$ cat src/rtl/vmmac_pkg.sv
// Shared constants and types for the modular multiply-add checksum block.
package vmmac_pkg;

  localparam int unsigned WORD_WIDTH_DEF = 32;
  localparam int unsigned DATA_W         = 32;
  localparam int unsigned ADDR_W         = 4;
  localparam int unsigned MODULUS_FLOOR  = 2;

  localparam logic [1:0] REG_MODULUS    = 2'd0;
  localparam logic [1:0] REG_MULTIPLIER = 2'd1;
  localparam logic [1:0] REG_INCREMENT  = 2'd2;

  typedef enum logic [1:0] {
    ST_IDLE,
    ST_MUL,
    ST_DIV,
    ST_DONE
  } state_e;

endpackage

$ cat src/rtl/vector_modular_mul_add_checksum.sv
// Digit-serial modular multiply-add of a word stream with a per-vector XOR checksum.
//
// Each item on the input channel (element_i, is_last_i) produces one item on the
// output channel: reduced_o = (element * multiplier + increment) mod modulus, and
// running_xor_o = XOR of all reduced values of the vector so far. end_of_vector_o
// copies is_last_i; the checksum clears as that item's output is registered.
// The modulus, multiplier and increment registers sit on the APB port at byte
// addresses 0, 4 and 8. A modulus written below two is stored as two.
// The work is done on one item at a time. A two-bit-per-cycle shift-add
// multiplier forms the full product plus increment, and a radix-4 restoring
// remainder unit then takes two dividend bits per cycle. The result is written
// to the output register from the done state, and a new item is taken in the
// idle state that follows.
// The output register holds a finished result while the receiver stalls, and
// the next item is accepted and worked on meanwhile; it waits before its own
// result is written until that register is free.
// Reset clears the checksum and restores the registers to modulus 2,
// multiplier 1 and increment 0.
module vector_modular_mul_add_checksum
  import vmmac_pkg::*;
#(
  parameter int unsigned WORD_WIDTH = WORD_WIDTH_DEF
) (
  input  logic              clk_i,
  input  logic              rst_ni,

  input  logic              psel,
  input  logic              penable,
  input  logic              pwrite,
  input  logic [ADDR_W-1:0] paddr,
  input  logic [DATA_W-1:0] pwdata,
  output logic [DATA_W-1:0] prdata,
  output logic              pready,

  input  logic              in_valid_i,
  output logic              in_ready_o,
  input  logic [31:0]       element_i,
  input  logic              is_last_i,

  output logic              out_valid_o,
  input  logic              out_ready_i,
  output logic [31:0]       reduced_o,
  output logic [31:0]       running_xor_o,
  output logic              end_of_vector_o
);

  localparam int unsigned W         = WORD_WIDTH;
  localparam int unsigned DIG_STEPS = (W + 1) / 2;
  localparam int unsigned LO_W      = 2 * DIG_STEPS;
  localparam int unsigned SH_W      = 2 * LO_W;
  localparam int unsigned CNT_W     = $clog2(LO_W);

  logic [W-1:0]       modulus_q, multiplier_q, increment_q;
  logic [W-1:0]       wr_value;
  logic [1:0]         reg_idx;
  logic               cfg_write;

  state_e             state_q, state_d;
  logic [CNT_W-1:0]   cnt_q;
  logic [SH_W-1:0]    shreg_q;
  logic [W+1:0]       mult3_q, mod3_q;
  logic [W-1:0]       rem_q;
  logic               last_q;
  logic [W-1:0]       xor_acc_q;
  logic               out_valid_q;

  logic               accept;
  logic               load_out;
  logic               cnt_zero;
  logic [LO_W+1:0]    addend;
  logic [LO_W+1:0]    mul_sum;
  logic [W+1:0]       rr;
  logic [W+2:0]       diff1, diff2, diff3;
  logic [W-1:0]       rem_next;
  logic [W-1:0]       new_xor;

  // Configuration port.
  assign pready    = 1'b1;
  assign reg_idx   = paddr[3:2];
  assign cfg_write = psel & penable & pwrite & pready;
  assign wr_value  = pwdata[W-1:0];

  always_ff @(posedge clk_i or negedge rst_ni) begin
    if (!rst_ni) begin
      modulus_q    <= W'(MODULUS_FLOOR);
      multiplier_q <= W'(1);
      increment_q  <= '0;
    end else if (cfg_write) begin
      case (reg_idx)
        REG_MODULUS: begin
          modulus_q <= (wr_value < W'(MODULUS_FLOOR)) ? W'(MODULUS_FLOOR) : wr_value;
        end
        REG_MULTIPLIER: begin
          multiplier_q <= wr_value;
        end
        REG_INCREMENT: begin
          increment_q <= wr_value;
        end
        default: begin
        end
      endcase
    end
  end

  always_comb begin
    case (reg_idx)
      REG_MODULUS:    prdata = DATA_W'(modulus_q);
      REG_MULTIPLIER: prdata = DATA_W'(multiplier_q);
      REG_INCREMENT:  prdata = DATA_W'(increment_q);
      default:        prdata = '0;
    endcase
  end

  // Sequencer.
  assign cnt_zero = (cnt_q == '0);
  assign accept   = in_valid_i & in_ready_o;

  always_comb begin
    state_d = state_q;
    case (state_q)
      ST_IDLE: begin
        if (in_valid_i) begin
          state_d = ST_MUL;
        end
      end
      ST_MUL: begin
        if (cnt_zero) begin
          state_d = ST_DIV;
        end
      end
      ST_DIV: begin
        if (cnt_zero) begin
          state_d = ST_DONE;
        end
      end
      ST_DONE: begin
        if (!out_valid_q || out_ready_i) begin
          state_d = ST_IDLE;
        end
      end
      default: begin
        state_d = ST_IDLE;
      end
    endcase
  end

  always_comb begin
    in_ready_o = 1'b0;
    load_out   = 1'b0;
    case (state_q)
      ST_IDLE: begin
        in_ready_o = 1'b1;
      end
      ST_DONE: begin
        load_out = !out_valid_q || out_ready_i;
      end
      default: begin
      end
    endcase
  end

  always_ff @(posedge clk_i or negedge rst_ni) begin
    if (!rst_ni) begin
      state_q <= ST_IDLE;
      cnt_q   <= '0;
    end else begin
      state_q <= state_d;
      if (accept) begin
        cnt_q <= CNT_W'(DIG_STEPS - 1);
      end else if (state_q == ST_MUL && cnt_zero) begin
        cnt_q <= CNT_W'(LO_W - 1);
      end else if ((state_q == ST_MUL || state_q == ST_DIV) && !cnt_zero) begin
        cnt_q <= cnt_q - CNT_W'(1);
      end
    end
  end

  // Multiply step: add one two-bit digit of the element times the multiplier.
  always_comb begin
    case (shreg_q[1:0])
      2'd0:    addend = '0;
      2'd1:    addend = (LO_W + 2)'(multiplier_q);
      2'd2:    addend = (LO_W + 2)'({multiplier_q, 1'b0});
      2'd3:    addend = (LO_W + 2)'(mult3_q);
      default: addend = '0;
    endcase
  end

  assign mul_sum = (LO_W + 2)'(shreg_q[SH_W-1:LO_W]) + addend;

  // Remainder step: bring in two dividend bits and subtract the largest fitting multiple.
  assign rr    = {rem_q, shreg_q[SH_W-1 -: 2]};
  assign diff1 = {1'b0, rr} - (W + 3)'(modulus_q);
  assign diff2 = {1'b0, rr} - (W + 3)'({modulus_q, 1'b0});
  assign diff3 = {1'b0, rr} - {1'b0, mod3_q};

  always_comb begin
    if (!diff3[W+2]) begin
      rem_next = diff3[W-1:0];
    end else if (!diff2[W+2]) begin
      rem_next = diff2[W-1:0];
    end else if (!diff1[W+2]) begin
      rem_next = diff1[W-1:0];
    end else begin
      rem_next = rr[W-1:0];
    end
  end

  always_ff @(posedge clk_i) begin
    if (accept) begin
      shreg_q <= {LO_W'(increment_q), LO_W'(element_i[W-1:0])};
      mult3_q <= (W + 2)'(multiplier_q) + (W + 2)'({multiplier_q, 1'b0});
      mod3_q  <= (W + 2)'(modulus_q) + (W + 2)'({modulus_q, 1'b0});
      rem_q   <= '0;
      last_q  <= is_last_i;
    end else if (state_q == ST_MUL) begin
      shreg_q <= {mul_sum, shreg_q[LO_W-1:2]};
    end else if (state_q == ST_DIV) begin
      shreg_q <= {shreg_q[SH_W-3:0], 2'b00};
      rem_q   <= rem_next;
    end
  end

  // Output register and checksum.
  assign new_xor = xor_acc_q ^ rem_q;

  always_ff @(posedge clk_i or negedge rst_ni) begin
    if (!rst_ni) begin
      out_valid_q <= 1'b0;
      xor_acc_q   <= '0;
    end else begin
      if (load_out) begin
        out_valid_q <= 1'b1;
        xor_acc_q   <= last_q ? '0 : new_xor;
      end else if (out_ready_i) begin
        out_valid_q <= 1'b0;
      end
    end
  end

  always_ff @(posedge clk_i) begin
    if (load_out) begin
      reduced_o       <= 32'(rem_q);
      running_xor_o   <= 32'(new_xor);
      end_of_vector_o <= last_q;
    end
  end

  assign out_valid_o = out_valid_q;

  // The modulus register never holds a value below the floor.
  assert property (@(posedge clk_i) disable iff (!rst_ni)
    modulus_q >= W'(MODULUS_FLOOR))
    else $error("modulus register below floor");

  // Taking the item that ends a vector, with no new result loaded behind it,
  // leaves the checksum cleared.
  assert property (@(posedge clk_i) disable iff (!rst_ni)
    out_valid_o && out_ready_i && end_of_vector_o && !load_out |=> xor_acc_q == '0)
    else $error("checksum not cleared after end of vector");

  // An accepted item starts the multiply phase with a full digit count.
  assert property (@(posedge clk_i) disable iff (!rst_ni)
    accept |=> state_q == ST_MUL && cnt_q == CNT_W'(DIG_STEPS - 1))
    else $error("multiply phase not started after accept");

endmodule
$ cat config.mk
export PLATFORM = sky130hd
export DESIGN_NAME = vector_modular_mul_add_checksum
export DESIGN_NICKNAME = d
export VERILOG_FILES = /design/src/rtl/vmmac_pkg.sv /design/src/rtl/vector_modular_mul_add_checksum.sv
export SDC_FILE = /design/constraint.sdc
export NUM_CORES = 1
export LEC_CHECK = 0
export ABC_AREA = 1
export BUFFER_PORTS_ARGS = -buffer_cell sky130_fd_sc_hd__buf_2
export CORE_UTILIZATION = 45
export DETAILED_ROUTE_END_ITERATION = 12
export HOLD_SLACK_MARGIN = 0.08
export PLACE_DENSITY = 0.6
export SLEW_MARGIN = 15
export SYNTH_ARGS = -nofsm -noshare
export SYNTH_HDL_FRONTEND = slang
export SYNTH_SLANG_ARGS = --single-unit
$ cat constraint.sdc
create_clock -name clk_i -period 11.75 [get_ports clk_i]
set_input_delay 1.175 -clock clk_i [delete_from_list [all_inputs] [get_ports clk_i]]
set_output_delay 1.175 -clock clk_i [all_outputs]
set_load 0.01 [all_outputs]
==> flow_metrics.tcl <==
set metrics [dict create \
    multiInputGateArea_um2 15500 \
    max_stage_delay_ns 0.78 \
    ir_drop_v 0.000217 \
    cpMostUsedCell "nand2_1" \
    synth_enable_flop_cells 198 \
    drv_cap 0 \
    ys_seq_area_share_pct 36.0 \
    pin_count 176 \
    cts_buffers 45 \
    vias_per_cell 5.58 \
    hpwlAfterDp_mm 74.2 \
    synth_seq_cells 366 \
    register_area_um2 9990 \
    drtIter0Drc 2268 \
    end_kind "flip-flop" \
    maxUsedRoutingLayer "met5" \
    crit_type "reg2reg" \
    synthesis.area_um2 27800 \
    first_pass_iters 6 \
    start_kind "flip-flop" \
    start_util_pct 45.7 \
    num_vias 26475 \
    finalSetupViolCount 0 \
    layout.nets 4211 \
    routed_wl_mm 95.2 \
    cts_tree "done" \
    relSlewSlack_pct 28.0 \
    final.period_utilization_pct 41.5 \
    coreArea_um2 60700 \
    critPathRequiredTime_ns 12.10 \
    grt_pass1_vias 24147 \
    report.power.total_mw 9.66 \
    die-width_um 250 \
    dieArea_um2 62700 \
    fillers 6161 \
    netlist_instances 3783 \
    num_rows 90 \
    synth_nets 4066 \
    clk_latency_ns 0.62 \
    avgSynthCellArea_um2 7.34 \
    hp-class "reg2reg" \
    synth.area.top_cells "edfxtp_1 21%, nand2_1 14%, dfrtp_1 12%, ha_1 9.1%, inv_1 6.8%" \
    rsz0062_at_grt "false" \
    synth_top_flop_cell "edfxtp_1" \
    grt_overflow 0 \
    wl_met3_mm 6.50 \
    grt_pass1_wl_mm 145 \
    status "finished clean" \
    stdcell_count 4748 \
    fin_worst_skew_ns 0.0293 \
    final_util_pct 50.8 \
    final_antenna_net_count 0 \
    die_height_um 250 \
    cts_sinks 366 \
    crit_arrival_ns 5.22 \
    yosysWarnings 0 \
    antenna_found_initial 3 \
    clockBufferDepth 3 \
    synth_top_area_cell "edfxtp_1" \
    htreeDepth 2 \
    grt_max_degree 86 \
    drc 0 \
    gp_congestion 0.962 \
    tns_ns 0 \
    slowest_stage "nor2_1" \
    yosys.area.top_type_share_pct 21.4 \
    hold_viol_final 0 \
    worst_slew_pin_slew_ns 1.08 \
    leakagePower_nw 14.7 \
    post_drt_wl_per_cell_um 20.0 \
    clkTransAtPathRegs_ns 0.06 \
    postCtsSetupRepairBufs 0 \
    m1WireLength_mm 45.2 \
    dp.cells 4663 \
    path_cells "nor2_1, inv_1, o21ai_0, ha_1, fa_1, nand3_1, nand2_1, a21boi_0, o21ai_0, nand2_1, nand2_1, nand4_1, nand3_1, nand3_1, nand2_1, nand2_1" \
    cts_resized 0 \
    fmax_mhz 205 \
    fin_crit_ns 4.88 \
    hold_buffers 0 \
    io_buffers 172 \
    routed-wl-met2_mm 40.9 \
    grtUsageTotal_pct 30.1 \
    powerDensity_nw_per_um2 313 \
    async_flop_share_pct 37.2 \
    areaGrowthSynthToFinish_pct 11.1 \
    ys_types 61 \
    slew_viol_final 0 \
    worstPathMaxFanout 25 \
    drive_gt1_share_pct 7.90 \
    cts_root_buffer "clkbuf_16" \
]
-- metal layers --
metal	vias up	track usage, %
li1	12979	-
met3	129	3.91
met5	-	0
met4	2	8.27
met1	12466	44.1
met2	899	46.2
-- synth_stat cells (32+ instances only) --
library cell / instances
a21oi_1: 270
a31oi_1: 43
clkbuf_1: 68
dfrtp_1: 134
dfxtp_1: 32
edfxtp_1: 198
ha_1: 201
inv_1: 500
nand2_1: 1030
nand3_1: 202
nor2_1: 318
o211ai_1: 32
o21ai_0: 251
o221ai_1: 51
o22ai_1: 36
xnor2_1: 72
xor2_1: 80
-- final cells by class --
cell class	count	share of cell area [%]
well taps	782	3.17
diodes	2	0.0162
flip-flops and latches	366	32.4
multi-input cells	2816	50.2
clock buffers	58	3.91
repair buffers	192	3.30
clock inverters	25	0.839
inverters	507	6.18
-- state kept, by name, summed over array words and instances, names as in the netlist, 2 cells and up --
signal,count
multiplier_q,32
state_q,2
increment_q,32
mod3_q,34
mult3_q,34
xor_acc_q,32
shreg_q,64
running_xor_o,32
modulus_q,32
rem_q,32
cnt_q,5
reduced_o,32
-- where the power goes --
group          switching [mW]  internal [mW]  total (mW)
Combinational            3.85           1.90        5.75
Sequential              0.452           2.05        2.50
Clock                   0.603          0.799        1.40
-- metrics by stage --
step / hold slack [ns] / instance area [um^2] / setup WS, ns
5_1_grt: 0.489 / 30800 / 6.57
2_1_floorplan: 0.426 / 27800 / 7.47
4_1_cts: 0.471 / 30800 / 6.98
3_5_place_dp: 0.456 / 29400 / 7.02
6_report: 0.467 / 30900 / 6.87
3_3_place_gp: 0.440 / 29400 / 7.06
-- logic make-up (layout without fill, tap and decap cells) --
logic type | Yosys count | after routing | synth area share (%)
AND/OR/NAND/NOR | 1663 | 1663 | 24.6
AO/OA/AOI/OAI | 793 | 793 | 16.7
buffers and inverters | 601 | 782 | 8.40
flip-flops | 366 | 366 | 36.0
adder cells (fa/ha/maj) | 207 | 207 | 9.49
XOR/XNOR | 152 | 152 | 4.80
other | 1 | 3 | 0.0135
-- critical path, delay by kind of cell (launching register included) --
kind,cells,cell delay [ns]
and+or+nand+nor,10,1.85
AOI/OAI and AO/OA,3,1.02
buffers and inverters,1,0.72
adders and majority gates,2,0.59
DFF,1,0.42
-- cell usage in the layout (no fill, tap or decap), types with 4 or more instances in the layout --
cell type,Yosys,routed
dfrtp_1,134,134
a31oi_1,43,43
a21oi_1,270,269
clkbuf_16,0,45
nand2_2,3,4
nor3_2,4,4
o22ai_1,36,36
nand2_1,1030,1027
dfxtp_1,32,32
or2_1,4,4
clkbuf_1,68,10
o21bai_1,28,28
o221ai_1,51,51
a21oi_2,4,4
nand3b_1,11,11
nor2_2,3,4
nand3_1,202,201
a21boi_0,12,12
o21ai_0,251,251
xor2_1,80,80
ha_1,201,200
o211ai_1,32,32
o21ai_1,6,6
nor2_1,318,316
o21a_1,20,20
buf_4,4,20
clkinv_2,0,10
edfxtp_1,198,198
xnor2_1,72,72
clkinv_1,3,8
buf_2,8,171
o2111ai_1,5,5
or2_2,9,9
nor4_1,14,14
fa_1,6,6
nand4_1,30,30
inv_1,500,499
a21o_1,23,23
nor3_1,24,24
-- final timing paths --
check,cells after the start,slack (ns),from,endpoint
max,16,6.87,shreg_q[1],shreg_q[60]
min,0,0.47,last_q,end_of_vector_o
max reg2reg,16,6.87,shreg_q[1],shreg_q[60]
min reg2reg,0,0.47,last_q,end_of_vector_o
max in group asynchronous,2,10.08,rst_ni,modulus_q[2]
min in group asynchronous,1,0.49,rst_ni,xor_acc_q[28]
(Power assumes the default switching activity.)
